`src/rtl/core/mhpq_pkg.sv`:
```
`default_nettype none
package mhpq_pkg;

  localparam int DEF_CAPACITY = 1024;
  localparam int OCC_W        = 11;

  localparam logic OP_INSERT  = 1'b0;
  localparam logic OP_EXTRACT = 1'b1;

  typedef enum logic [1:0] {
    ST_INSERTED  = 2'd0,
    ST_EXTRACTED = 2'd1,
    ST_FULL      = 2'd2,
    ST_EMPTY     = 2'd3
  } status_t;

  typedef enum logic [3:0] {
    S_IDLE,
    S_UP_RD,
    S_UP_CMP,
    S_PLACE,
    S_EX_RD,
    S_EX_LOAD,
    S_DN_RD,
    S_DN_CMP,
    S_DONE
  } state_t;

  // One heap record: the key followed by its payload.
  typedef struct packed {
    logic signed [31:0] key;
    logic signed [31:0] deaths;
    logic [4:0]         day;
    logic [3:0]         month;
    logic [11:0]        year;
    logic [7:0]         country;
  } rec_t;

  // Finished operation handed from the sequencer to the output register.
  typedef struct packed {
    logic    load;
    status_t status;
    rec_t    rec;
  } res_t;

endpackage
`default_nettype wire

```
`src/rtl/core/mhpq_engine.sv`:
```
`default_nettype none
module mhpq_engine
  import mhpq_pkg::*;
#(
  parameter int CAPACITY = DEF_CAPACITY,
  parameter int AW       = $clog2(CAPACITY),
  parameter int CW       = $clog2(CAPACITY + 1)
) (
  input  wire logic          clk,
  input  wire logic          rst,
  input  wire logic          start,
  input  wire logic          op,
  input  wire rec_t          in_rec,
  input  wire logic          out_free,
  output logic               idle,
  output res_t               res,
  output logic [CW-1:0]      count,
  output logic               we,
  output logic [AW-1:0]      waddr,
  output rec_t               wdata,
  output logic [AW-1:0]      raddr0,
  output logic [AW-1:0]      raddr1,
  input  wire rec_t          rdata0,
  input  wire rec_t          rdata1
);

  localparam int CHW = AW + 2;

  state_t        state, state_next;
  logic [AW-1:0] pos, pos_next;
  logic [CW-1:0] count_next;
  rec_t          carry, carry_next;
  rec_t          out_rec, out_rec_next;
  status_t       status, status_next;

  logic [AW-1:0]  parent;
  logic [CHW-1:0] left, right, cnt_ext;
  logic           left_ok, right_ok, take_left, take_right;
  logic [CW-1:0]  count_dec;
  logic signed [31:0] best_key;

  assign parent    = (pos - AW'(1)) >> 1;
  assign left      = CHW'({pos, 1'b1});
  assign right     = CHW'({pos, 1'b0}) + CHW'(2);
  assign cnt_ext   = CHW'(count);
  assign left_ok   = left < cnt_ext;
  assign right_ok  = right < cnt_ext;
  assign take_left = left_ok && (rdata0.key > carry.key);
  assign best_key  = take_left ? rdata0.key : carry.key;
  assign take_right = right_ok && (rdata1.key > best_key);
  assign count_dec = count - CW'(1);

  always_ff @(posedge clk) begin
    if (rst) begin
      state <= S_IDLE;
      count <= '0;
    end else begin
      state <= state_next;
      count <= count_next;
    end
  end

  always_ff @(posedge clk) begin
    pos     <= pos_next;
    carry   <= carry_next;
    out_rec <= out_rec_next;
    status  <= status_next;
  end

  always_comb begin
    state_next   = state;
    pos_next     = pos;
    count_next   = count;
    carry_next   = carry;
    out_rec_next = out_rec;
    status_next  = status;
    we           = 1'b0;
    waddr        = pos;
    wdata        = carry;
    raddr0       = '0;
    raddr1       = '0;
    idle         = 1'b0;
    res.load     = 1'b0;
    res.status   = status;
    res.rec      = out_rec;

    case (state)
      S_IDLE: begin
        idle = 1'b1;
        if (start) begin
          out_rec_next = '0;
          if (op == OP_INSERT) begin
            if (count == CW'(CAPACITY)) begin
              status_next = ST_FULL;
              state_next  = S_DONE;
            end else begin
              status_next = ST_INSERTED;
              carry_next  = in_rec;
              pos_next    = AW'(count);
              count_next  = count + CW'(1);
              state_next  = (count == '0) ? S_PLACE : S_UP_RD;
            end
          end else begin
            if (count == '0) begin
              status_next = ST_EMPTY;
              state_next  = S_DONE;
            end else begin
              status_next = ST_EXTRACTED;
              state_next  = S_EX_RD;
            end
          end
        end
      end
      S_UP_RD: begin
        raddr0     = parent;
        state_next = S_UP_CMP;
      end
      S_UP_CMP: begin
        we = 1'b1;
        if (carry.key > rdata0.key) begin
          // Parent moves down into the hole; the hole climbs one level.
          wdata      = rdata0;
          pos_next   = parent;
          state_next = (parent == '0) ? S_PLACE : S_UP_RD;
        end else begin
          state_next = S_DONE;
        end
      end
      S_PLACE: begin
        we         = 1'b1;
        state_next = S_DONE;
      end
      S_EX_RD: begin
        raddr0     = '0;
        raddr1     = AW'(count_dec);
        state_next = S_EX_LOAD;
      end
      S_EX_LOAD: begin
        out_rec_next = rdata0;
        carry_next   = rdata1;
        count_next   = count_dec;
        pos_next     = '0;
        state_next   = (count_dec == '0) ? S_DONE : S_DN_RD;
      end
      S_DN_RD: begin
        raddr0     = left[AW-1:0];
        raddr1     = right[AW-1:0];
        state_next = S_DN_CMP;
      end
      S_DN_CMP: begin
        we = 1'b1;
        if (take_right) begin
          wdata      = rdata1;
          pos_next   = right[AW-1:0];
          state_next = S_DN_RD;
        end else if (take_left) begin
          wdata      = rdata0;
          pos_next   = left[AW-1:0];
          state_next = S_DN_RD;
        end else begin
          state_next = S_DONE;
        end
      end
      S_DONE: begin
        if (out_free) begin
          res.load   = 1'b1;
          state_next = S_IDLE;
        end
      end
      default: begin
        state_next = S_IDLE;
      end
    endcase
  end

endmodule
`default_nettype wire

```
`config.mk`:
```
export PLATFORM = sky130hd
export DESIGN_NAME = mhpq_engine
export DESIGN_NICKNAME = d
export VERILOG_FILES = /design/src/rtl/core/mhpq_pkg.sv /design/src/rtl/core/mhpq_engine.sv
export SDC_FILE = /design/constraint.sdc
export NUM_CORES = 1
export LEC_CHECK = 0
export ABC_AREA = 1
export BUFFER_PORTS_ARGS = -buffer_cell sky130_fd_sc_hd__buf_2
export CAP_MARGIN = 20
export CORE_AREA = 2 2 201 203
export DETAILED_ROUTE_END_ITERATION = 10
export DIE_AREA = 0 0 203 205
export PLACE_DENSITY = 0.67
export SLEW_MARGIN = 30
export SYNTH_ARGS = -nofsm -noshare
export SYNTH_HDL_FRONTEND = slang
export SYNTH_SLANG_ARGS = --single-unit
export TNS_END_PERCENT = 10
```
`constraint.sdc`:
```
create_clock -name clk -period 9.45 [get_ports clk]
set_input_delay 0.945 -clock clk [delete_from_list [all_inputs] [get_ports clk]]
set_output_delay 0.945 -clock clk [all_outputs]
set_load 0.05 [all_outputs]
```
======== Word level (Yosys, flattened, before mapping) ========
Cells that the tools add are included.
cells by class
  reductions and logical operators ........ 14
  order comparisons ....................... 5
  equality and inequality tests ........... 15
  add/subtract/negate cells ............... 4
  multiplexer cells ....................... 43
operators by type and width
  cell                                                                   count
  93-bit 2-to-1 mux                                                      7
  93-bit one-hot mux with 2 select lines                                 3
  32-bit greater-than comparator                                         3
  10-bit 2-to-1 mux                                                      6
  10-bit one-hot mux with 2 select lines                                 2
  10-bit one-hot mux with 4 select lines                                 1
  4-bit 2-to-1 mux                                                       9
  4-bit one-hot mux with 9 select lines                                  1
  11-bit 2-to-1 mux                                                      3
  32-bit 2-to-1 mux                                                      1
  11-bit zero test                                                       2
  11-bit one-hot mux with 2 select lines                                 1
  4-bit by 3-bit equality test with 1-bit output, second input constant  4
  11-bit by 2-bit adder with 12-bit output, second input constant        1
  12-bit by 11-bit less-than comparator with 1-bit output                1
  11-bit by 1-bit adder with 11-bit output, second input constant        1
  11-bit equality test, second input constant                            1
  11-bit less-than comparator                                            1
  11-bit by 1-bit subtractor with 11-bit output, second input constant   1
  10-bit zero test                                                       1
  2-bit 2-to-1 mux                                                       5
  2-bit != test, second input constant                                   5
  10-bit by 1-bit subtractor with 10-bit output, second input constant   1
  4-bit by 2-bit equality test with 1-bit output, second input constant  2
  12 further kinds                                                       18
storage, ports and cells
  input port bits ......................... 284
  output and inout bits ................... 232
  logic and storage cells ................. 97
  flip-flop bits (word level) ............. 213

======== Logic depth before layout (Yosys ltp) ========
Gate-level depths: netlist of run 1.
  word-level depth ........................ 7
  gate-level depth with buffers ........... 38
  mapped depth without buffers ............ 35

======== Worst setup path before layout of run 1 ========
No wires, ideal clock.
  kind .................................... register to register
  start point ............................. register state[3]
  end point ............................... register out_rec, in the netlist res[0], enable pin
  cell stages (with the launch flop) ...... 6
  path buffers ............................ 0
  library setup time ...................... 0.674 ns
  data arrival time ....................... 8.288 ns
  slack ................................... 0.488 ns
  required time ........................... 8.776 ns
  cells stage by stage .................... dfxtp_1 -> nor2_2 -> inv_1 -> nor2_1 -> inv_1 -> o21ai_0
on the way
  cells in the longest elaborated chain, start to end .. 3
  elaborated cells on any way between the ends .. 5
  those cells by class .................... eq/ne (2); reduce/logical (3)
ends and longest elaborated chain
  element                                                                            RTL line           source
  from (decl)                                                                        mhpq_engine.sv:29  state_t state, state_next;
  from (signal assigned)                                                             mhpq_engine.sv:58  state <= state_next;
  4-bit by 3-bit equality test with 1-bit output or 4-bit zero test (tied branches)  mhpq_engine.sv:87  case (state)
  2-bit nonzero test (no line) or 2-bit != test (tied branches)                      --
  2-bit AND reduction (no line) (*)                                                  --
  to (signal assigned)                                                               mhpq_engine.sv:66  out_rec <= out_rec_next;
  to (decl)                                                                          mhpq_engine.sv:33  rec_t out_rec, out_rec_next;
Every way passes the cells marked *; elsewhere a longest branch is shown, timed or not.
A chain may end at the register's enable or synchronous reset.

==> results of run 1 <==
## kinds of logic after synthesis
kind of cell / count (synthesis)
AOI/OAI and AO/OA: 240
xor gates and xnor gates: 20
adders and majority gates: 90
buffers and inverters: 397
DFF: 213
and+or+nand+nor: 1428
## flip-flops by register name (all words and copies together), names as in the netlist
name	flops
status	2
res	93
waddr	10
count	11
state	4
carry	93
## tightest hold or removal path, delay by kind of cell, from the launching register on
kind | cells | cell delay [ps]
flops | 1 | 360
simple gates | 2 | 160
## synthesized netlist by cell type (3+ instances only)
library cell and instances:
nor3_1 7, o21a_1 4, nor2_1 240, o2111ai_1 4, inv_1 269, nand4_1 27, xor2_1 17, nand3_1 280
a21oi_1 116, nor3_2 3, a21o_1 4, buf_2 44, o21ai_0 67, clkbuf_1 60, nor2_2 3, nand2_1 840
xnor2_1 3, and2_1 16, o22ai_1 12, buf_4 10, edfxtp_1 198, dfxtp_1 15, inv_2 5, nand3b_1 3
nand2_2 4, buf_1 6, o211ai_1 25, ha_1 90
## area by class of cell
type / count / share of cell area
Tap cell: 525 / 0.0324
Inverter: 276 / 0.0516
Clock inverter: 17 / 0.00685
Multi-Input combinational cell: 1778 / 0.425
Sequential cell: 213 / 0.308
Timing Repair Buffer: 534 / 0.136
Antenna cell: 21 / 0.00259
Clock buffer: 35 / 0.0374
## per-layer routing
layer | global-route usage | vias to the layer above | routed length [um]
li1 | - | 8680 | -
met1 | 0.387 | 8565 | 25900
met2 | 0.496 | 1132 | 30500
met3 | 0.0584 | 196 | 6620
met4 | 0.167 | 6 | 3480
met5 | 0 | - | 42
## path summary, 6_finish.rpt
kind / start / to / depth (start not counted)
hold reg to reg: state[3] / state[3] / 2
setup reg to reg: carry[92] / waddr[6] / 24
setup / recovery: rdata0[92] / wdata[10] / 28
hold / removal: state[3] / state[3] / 2
## stage by stage
| step | hold WS (ps) | instance area, um2 |
|---|---|---|
| finish | 565 | 20300 |
| global route | 604 | 20300 |
| detailed placement | 556 | 19300 |
| floorplan | 496 | 16400 |
| global placement | 520 | 19300 |
| CTS | 569 | 20200 |
==> metrics.yaml, run 1 <==
syn_to_final_growth_pct: 23.9
crit_top_cell: "nand2_1"
synth.top_cell.area_share: 0.363
worstHoldPathType: "reg2reg"
grtUsageTotal: 0.306
initial_core_util: 0.416
endpoint_kind: "output port"
synth_edf_count: 198
worstSkewPairLatency_ps: 570
hold_viol_final: 0
avgRoutedWirePerCell_um: 19.6
yosysTopAreaCell: "edfxtp_1"
nets: 3205
dr.pass1.iters: 8
ys_ff_latch: 213
grt_pass1_vias: 17700
slowest_delay_ps: 720
synthSimpleGateAreaFrac: 0.360
layout-drive-gt1-share: 0.212
status: "complete, no violations"
finClkSkew_ps: 14.8
grt_pass1_wl_um: 99400
synth.distinct_cells: 42
synth_xor_area_frac: 0.0107
slew_violations: 0
synth_nets: 2762
ios: 516
final_util: 0.515
ys_top_cells_by_area: "edfxtp_1 (36%), nand2_1 (19%), nand3_1 (8.6%)"
cts_root_buf: "clkbuf_16"
worstMarginPinSlew_ps: 981
async_flop_share: 0
tns_ps: 0
finalNonFillerCells: 3399
dr.first_iter.drc_count: 1466
globalplace.congestion: 1.00
crit_type: "in2out"
cts_tree: "built"
nFillCells: 3944
place_worst_setup_slack_ps: 1240
yosysSeqAreaShare: 0.382
cp_num_buf_inv: 5
cts_setup_buffers: 0
setup_ws_ps: 1040
final_cell_mix: "nand2_1 (838), buf_2 (515), nand3_1 (278)"
syn_inst: 2388
slew_headroom: 0.346
h-tree-depth: 1
fmax_ghz: 0.119
numCtsBuffers: 28
yosys.area_share.adder: 0.0688
viasPerCell: 5.47
clkSinkCount: 213
grt_max_degree: 86
grt_antenna_before_repair: 25
gr-total-overflow: 0
clkTransAtPathRegs_ps: 50
postRouteAntennaNets: 0
critPathRequiredTime_ps: 8510
rows: 73
slowest_stage: "nand3_4"
synth_area_mm2: 0.0164
cp-start-kind: "primary input"
hpwl_um: 46900
final_common_cell: "nand2_1"
wl_um: 66500
drc: 0
synthMuxAreaShare: 0
coreArea_mm2: 0.0394
ys_warn_count: 0
rsz0062_at_grt: "false"
dp.cells: 3325
vias: 18600
dieHeight_um: 205
clock_path_buffers: 3
finalCritPeriodShare: 0.890
hold_buffers: 0
synth_compound_area_frac: 0.0815
period_needed_ps: 8410
die_x_um: 203
dieArea_mm2: 0.0416
seq_area_mm2: 0.00625
ff2ff_setup_slack_ps: 2580
setup_violations: 0
synth_ff_type: "edfxtp_1"
synth_top_family_by_area: "simple AND/OR/NAND/NOR gates"
crit_family: "simple AND/OR/NAND/NOR gates"
syn_area_per_cell_um2: 6.85
drv_cap: 0
multi_input_area_mm2: 0.00861
path_max_fanout: 78
ctsResizeCount: 0
critPathArrivalTime_ps: 7460
port_buffers: 515
Power of run 1 is left out: the tool's default activity adds up to more than one toggle a clock period on the data nets, which glitch-free logic cannot reach.
==> run 2, diff against run 1 <==
- BUFFER_PORTS_ARGS: -buffer_cell sky130_fd_sc_hd__buf_2 -> default
- CORE_AREA: 2 2 201 203 -> 2 2 199 201
- DIE_AREA: 0 0 203 205 -> 0 0 201 203
- DONT_BUFFER_PORTS: default -> 1
- PLACE_DENSITY: 0.67 -> 0.58
==> run 2 against run 1 <==
Non-clock buffer count down 517. Highest routed layer is now met4. Clock skew shrank 3.3 ps. Utilization down 5.7 points. Worst hold slack got worse by 120 ps. Flip-flop and latch count unchanged. Critical path depth shrank 4. Critical path type is now reg2out.
==> metrics.yaml, run 2 (synthesized netlist as in run 1, its figures left out) <==
status: "complete, no violations"  # unchanged
coreArea_mm2: 0.0385  # was 0.0394 mm2
h-tree-depth: 1  # unchanged
postRouteAntennaNets: 0  # unchanged
numCtsBuffers: 27  # was 28
nets: 2687  # was 3205
grtUsageTotal: 0.299  # was 0.306
drc: 0  # unchanged
grt_antenna_before_repair: 5  # was 25
vias: 16100  # was 18600
clkSinkCount: 213  # unchanged
dieArea_mm2: 0.0408  # was 0.0416 mm2
slew_violations: 0  # unchanged
globalplace.congestion: 0.954  # was 1.00
cts_tree: "built"  # unchanged
dp.cells: 2802  # was 3325
hpwl_um: 45000  # was 46900 um
dr.first_iter.drc_count: 1457  # was 1466
worstMarginPinSlew_ps: 1030  # was 981 ps
hold_viol_final: 0  # unchanged
ios: 516  # unchanged
drv_cap: 0  # unchanged
die_x_um: 201  # was 203 um
finClkSkew_ps: 11.5  # was 14.8 ps
dieHeight_um: 203  # was 205 um
worstHoldPathType: "in2reg"  # was reg2reg
place_worst_setup_slack_ps: 1640  # was 1240 ps
path_max_fanout: 76  # was 78
critPathRequiredTime_ps: 8510  # about the same
avgRoutedWirePerCell_um: 22.3  # was 19.6 um
rsz0062_at_grt: "false"  # unchanged
grt_pass1_wl_um: 94100  # was 99400 um
finalNonFillerCells: 2855  # was 3399
finalCritPeriodShare: 0.893  # was 0.890
slew_headroom: 0.311  # was 0.346
worstSkewPairLatency_ps: 560  # was 570 ps
viasPerCell: 5.66  # was 5.47
setup_ws_ps: 1010  # was 1040 ps
ctsResizeCount: 0  # unchanged
critPathArrivalTime_ps: 7490  # was 7460 ps
nFillCells: 3881  # was 3944
syn_to_final_growth_pct: 7.61  # was 23.9%
port_buffers: 0  # was 515
wl_um: 63600  # was 66500 um
cts_root_buf: "clkbuf_16"  # unchanged
endpoint_kind: "output port"  # unchanged
cp-start-kind: "flip-flop"  # was primary input
final_common_cell: "nand2_1"  # unchanged
initial_core_util: 0.425  # was 0.416
clock_path_buffers: 3  # unchanged
fmax_ghz: 0.119  # about the same
clkTransAtPathRegs_ps: 60  # was 50 ps
period_needed_ps: 8440  # was 8410 ps
rows: 72  # was 73
hold_buffers: 0  # unchanged
crit_type: "reg2out"  # was in2out
tns_ps: 0  # unchanged
layout-drive-gt1-share: 0.0399  # was 0.212
grt_pass1_vias: 15300  # was 17700
gr-total-overflow: 0  # unchanged
grt_max_degree: 150  # was 86
dr.pass1.iters: 6  # was 8
cts_setup_buffers: 0  # unchanged
setup_violations: 0  # unchanged
final_cell_mix: "nand2_1 (838), nand3_1 (278), inv_1 (267)"  # was nand2_1 (838), buf_2 (515), nand3_1 (278)
## run 2: cell count changes in the layout (fill, tap and decap cells not counted), moves of 2 or more
| cell | change |
|---|---|
| buf_2 | -515 |
| o22ai_2 | +8 |
| buf_4 | -3 |
| buf_6 | +2 |
| clkinv_2 | -3 |
| o21ai_1 | +7 |
| o22ai_1 | -8 |
| clkbuf_1 | +2 |
| o21ai_2 | +2 |
| diode_2 | -17 |
| o21ai_0 | -9 |
| bufinv_16 | -2 |
## run 2: layout make-up
cell class	instances	area, um2	area share
Multi-Input combinational cell	1778	8670	0.492
Sequential cell	213	6250	0.355
Inverter	276	1040	0.0592
Clock buffer	38	779	0.0443
Tap cell	518	648	0.0368
Timing Repair Buffer	17	148	0.00839
Clock inverter	11	61.3	0.00348
Antenna cell	4	10.0	0.000569
## run 2: worst paths after layout
kind,cells past startpoint,slack (ps),end,start
setup reg to reg,24,2760,waddr[1],count[8]
setup / recovery,24,1010,wdata[48],count[8]
hold / removal,1,440,state[0],rst
hold reg to reg,2,550,state[3],state[3]
## run 2: per-stage QoR
stage	instance area (um2)	hold WS, ps	util
floorplan	16400	496	-
CTS	17600	427	0.457
finish	17600	444	0.458
global route	17600	432	0.458
detailed placement	16700	531	0.435
global placement	16700	524	0.434
## run 2: per-layer routing
metal  share of wire  wire length [um]  track usage  up-vias
met3            0.11              7100       0.0862      133
met2            0.46             29500        0.489      895
met5               0                 0            0        -
li1                -                 -            -     7618
met4           0.041              2620        0.122        0
met1            0.38             24300        0.372     7501
## run 2: critical path, stage by stage, from the launching register on
cell and delay (ps):
dfxtp_1 850, inv_1 330, ha_1 390, nand4_1 130
nor4_1 520, nor2_4 130, nand3_4 670, nand2_1 140
and2_1 220, ha_1 290, nand2_1 70, nor2_1 140
inv_1 50, nor2_1 250, inv_1 70, nor2_1 100
nand2_1 80, nand4_1 170, nand3_4 420, nand2_1 410
inv_2 240, nand2_1 170, nand3_1 330, nand2_1 160
nand3_1 470
Power of run 2 is left out for the same reason.
==> run 3, diff against run 2 <==
- CAP_MARGIN: 20 -> default
- RECOVER_POWER: default -> 25
==> run 3 against run 2 <==
The run now ends with max-capacitance violations, max-slew violations left. First-iteration DRC count shrank 9.7%. Clock skew decreased by 1.8 ps. Die area unchanged. Routed wire length rose by 0.41%. Critical path depth stayed put. Register-to-register slack got worse by 100 ps. Worst setup slack improved by 50 ps. Flip-flop and latch count unchanged. Design area shrank 0.16%. Non-clock buffer count unchanged. Via count grew 0.38%.
==> metrics.yaml, run 3 (synthesized netlist as in run 1, its figures left out) <==
status: "finished, violations left"  # was complete, no violations
violations: "max-capacitance violations, max-slew violations"
dr.pass1.iters: 6  # unchanged
gr-total-overflow: 0  # unchanged
final_area_mm2: 0.0176  # about the same
numCtsBuffers: 27  # unchanged
slew_violations: 87  # was 0
final_cell_mix: "nand2_1 (839), nand3_1 (278), inv_1 (267)"  # was nand2_1 (838), nand3_1 (278), inv_1 (267)
h-tree-depth: 1  # unchanged
grt_pass1_vias: 15300  # unchanged
grt_max_degree: 150  # unchanged
endpoint_kind: "output port"  # unchanged
dr.first_iter.drc_count: 1316  # was 1457
worstHoldStart: "rst"  # unchanged
worstMarginPinSlew_ps: 3000  # was 1030 ps
hold_viol_final: 0  # unchanged
ios: 516  # unchanged
avgRoutedWirePerCell_um: 22.4  # was 22.3 um
ctsResizeCount: 0  # unchanged
grt_pass1_wl_um: 94100  # unchanged
viasPerCell: 5.68  # was 5.66
layout-drive-gt1-share: 0.0377  # was 0.0399
drc: 0  # unchanged
crit_type: "reg2out"  # unchanged
postRouteAntennaNets: 0  # unchanged
cts_root_buf: "clkbuf_16"  # unchanged
ff2ff_setup_slack_ps: 2660  # was 2760 ps
slew_headroom: -1.00  # was 0.311
grt_antenna_before_repair: 5  # unchanged
worstHoldPathType: "in2reg"  # unchanged
drv_cap: 2  # was 0
rows: 72  # unchanged
hpwl_um: 45000  # unchanged
globalplace.congestion: 0.954  # unchanged
r2r_end: "count[5]"  # was waddr[1]
syn_to_final_growth_pct: 7.44  # was 7.61%
setup_ws_ps: 1060  # was 1010 ps
nFillCells: 3888  # was 3881
placed_area_mm2: 0.0167  # unchanged
worstReg2RegStart: "state[0]"  # was count[8]
die_x_um: 201  # unchanged
cp-start-kind: "flip-flop"  # unchanged
period_needed_ps: 8390  # was 8440 ps
port_buffers: 0  # unchanged
multi_input_area_mm2: 0.00864  # was 0.00867 mm2
grtUsageTotal: 0.299  # unchanged
nets: 2687  # unchanged
final_util: 0.457  # was 0.458
critPathRequiredTime_ps: 8510  # about the same
setup_violations: 0  # unchanged
seq_area_mm2: 0.00625  # unchanged
hold_path_end: "state[0]"  # unchanged
final_common_cell: "nand2_1"  # unchanged
finalCritPeriodShare: 0.888  # was 0.893
cts_tree: "built"  # unchanged
path_max_fanout: 76  # unchanged
rsz0062_at_grt: "false"  # unchanged
reg2reg_depth: 10  # was 24
dieArea_mm2: 0.0408  # unchanged
clock_path_buffers: 3  # unchanged
worstSkewPairLatency_ps: 560  # about the same
dieHeight_um: 203  # unchanged
fmax_ghz: 0.119  # about the same
hold_buffers: 0  # unchanged
clkSinkCount: 213  # unchanged
critPathArrivalTime_ps: 7440  # was 7490 ps
vias: 16200  # was 16100
place_worst_setup_slack_ps: 1640  # unchanged
cts_setup_buffers: 0  # unchanged
tns_ps: 0  # unchanged
initial_core_util: 0.425  # unchanged
clkTransAtPathRegs_ps: 60  # about the same
whs_path_depth: 1  # unchanged
wl_um: 63800  # was 63600 um
finClkSkew_ps: 9.74  # was 11.5 ps
coreArea_mm2: 0.0385  # unchanged
## run 3: worst max-delay path by stage
stage                           from   endpoint  depth (start not counted)
final                       count[8]  wdata[48]                         24
after global routing        count[8]  wdata[48]                         24
after CTS                   count[8]  wdata[48]                         24
after detailed placement  rdata0[92]  wdata[48]                         26
after global placement    rdata0[92]  wdata[48]                         26
after floorplan             state[3]     res[0]                          5
## run 3: critical path, stage by stage (launching register included)
cell	delay [ps]
dfxtp_1	850
inv_1	330
ha_1	390
nand4_1	130
nor4_1	520
nor2_4	130
nand3_4	650
nand2_1	140
and2_1	220
ha_1	290
nand2_1	70
nor2_1	140
inv_1	50
nor2_1	240
inv_1	70
nor2_1	100
nand2_1	80
nand4_1	170
nand3_4	410
nand2_1	390
inv_2	240
nand2_1	170
nand3_1	330
nand2_1	160
nand3_1	470
## run 3: routing by layer
layer / vias up / part of all wire / track usage
met5: - / 0 / 0
met4: 0 / 0.041 / 0.122
met3: 134 / 0.11 / 0.0862
met2: 851 / 0.46 / 0.489
met1: 7606 / 0.39 / 0.372
li1: 7618 / - / -
## run 3: area by class of cell
cell class | count | area share
Antenna cell | 4 | 0.000570
Clock buffer | 38 | 0.0444
Clock inverter | 11 | 0.00349
Inverter | 276 | 0.0593
Multi-Input combinational cell | 1778 | 0.492
Sequential cell | 213 | 0.355
Tap cell | 518 | 0.0369
Timing Repair Buffer | 17 | 0.00819
## run 3: metrics by stage
step	hold slack (ps)	std cells
floorplan	496	2388
global placement	524	2802
detailed placement	531	2802
CTS	427	2851
global route	432	2854
finish	445	2855
Power of run 3 is left out for the same reason.
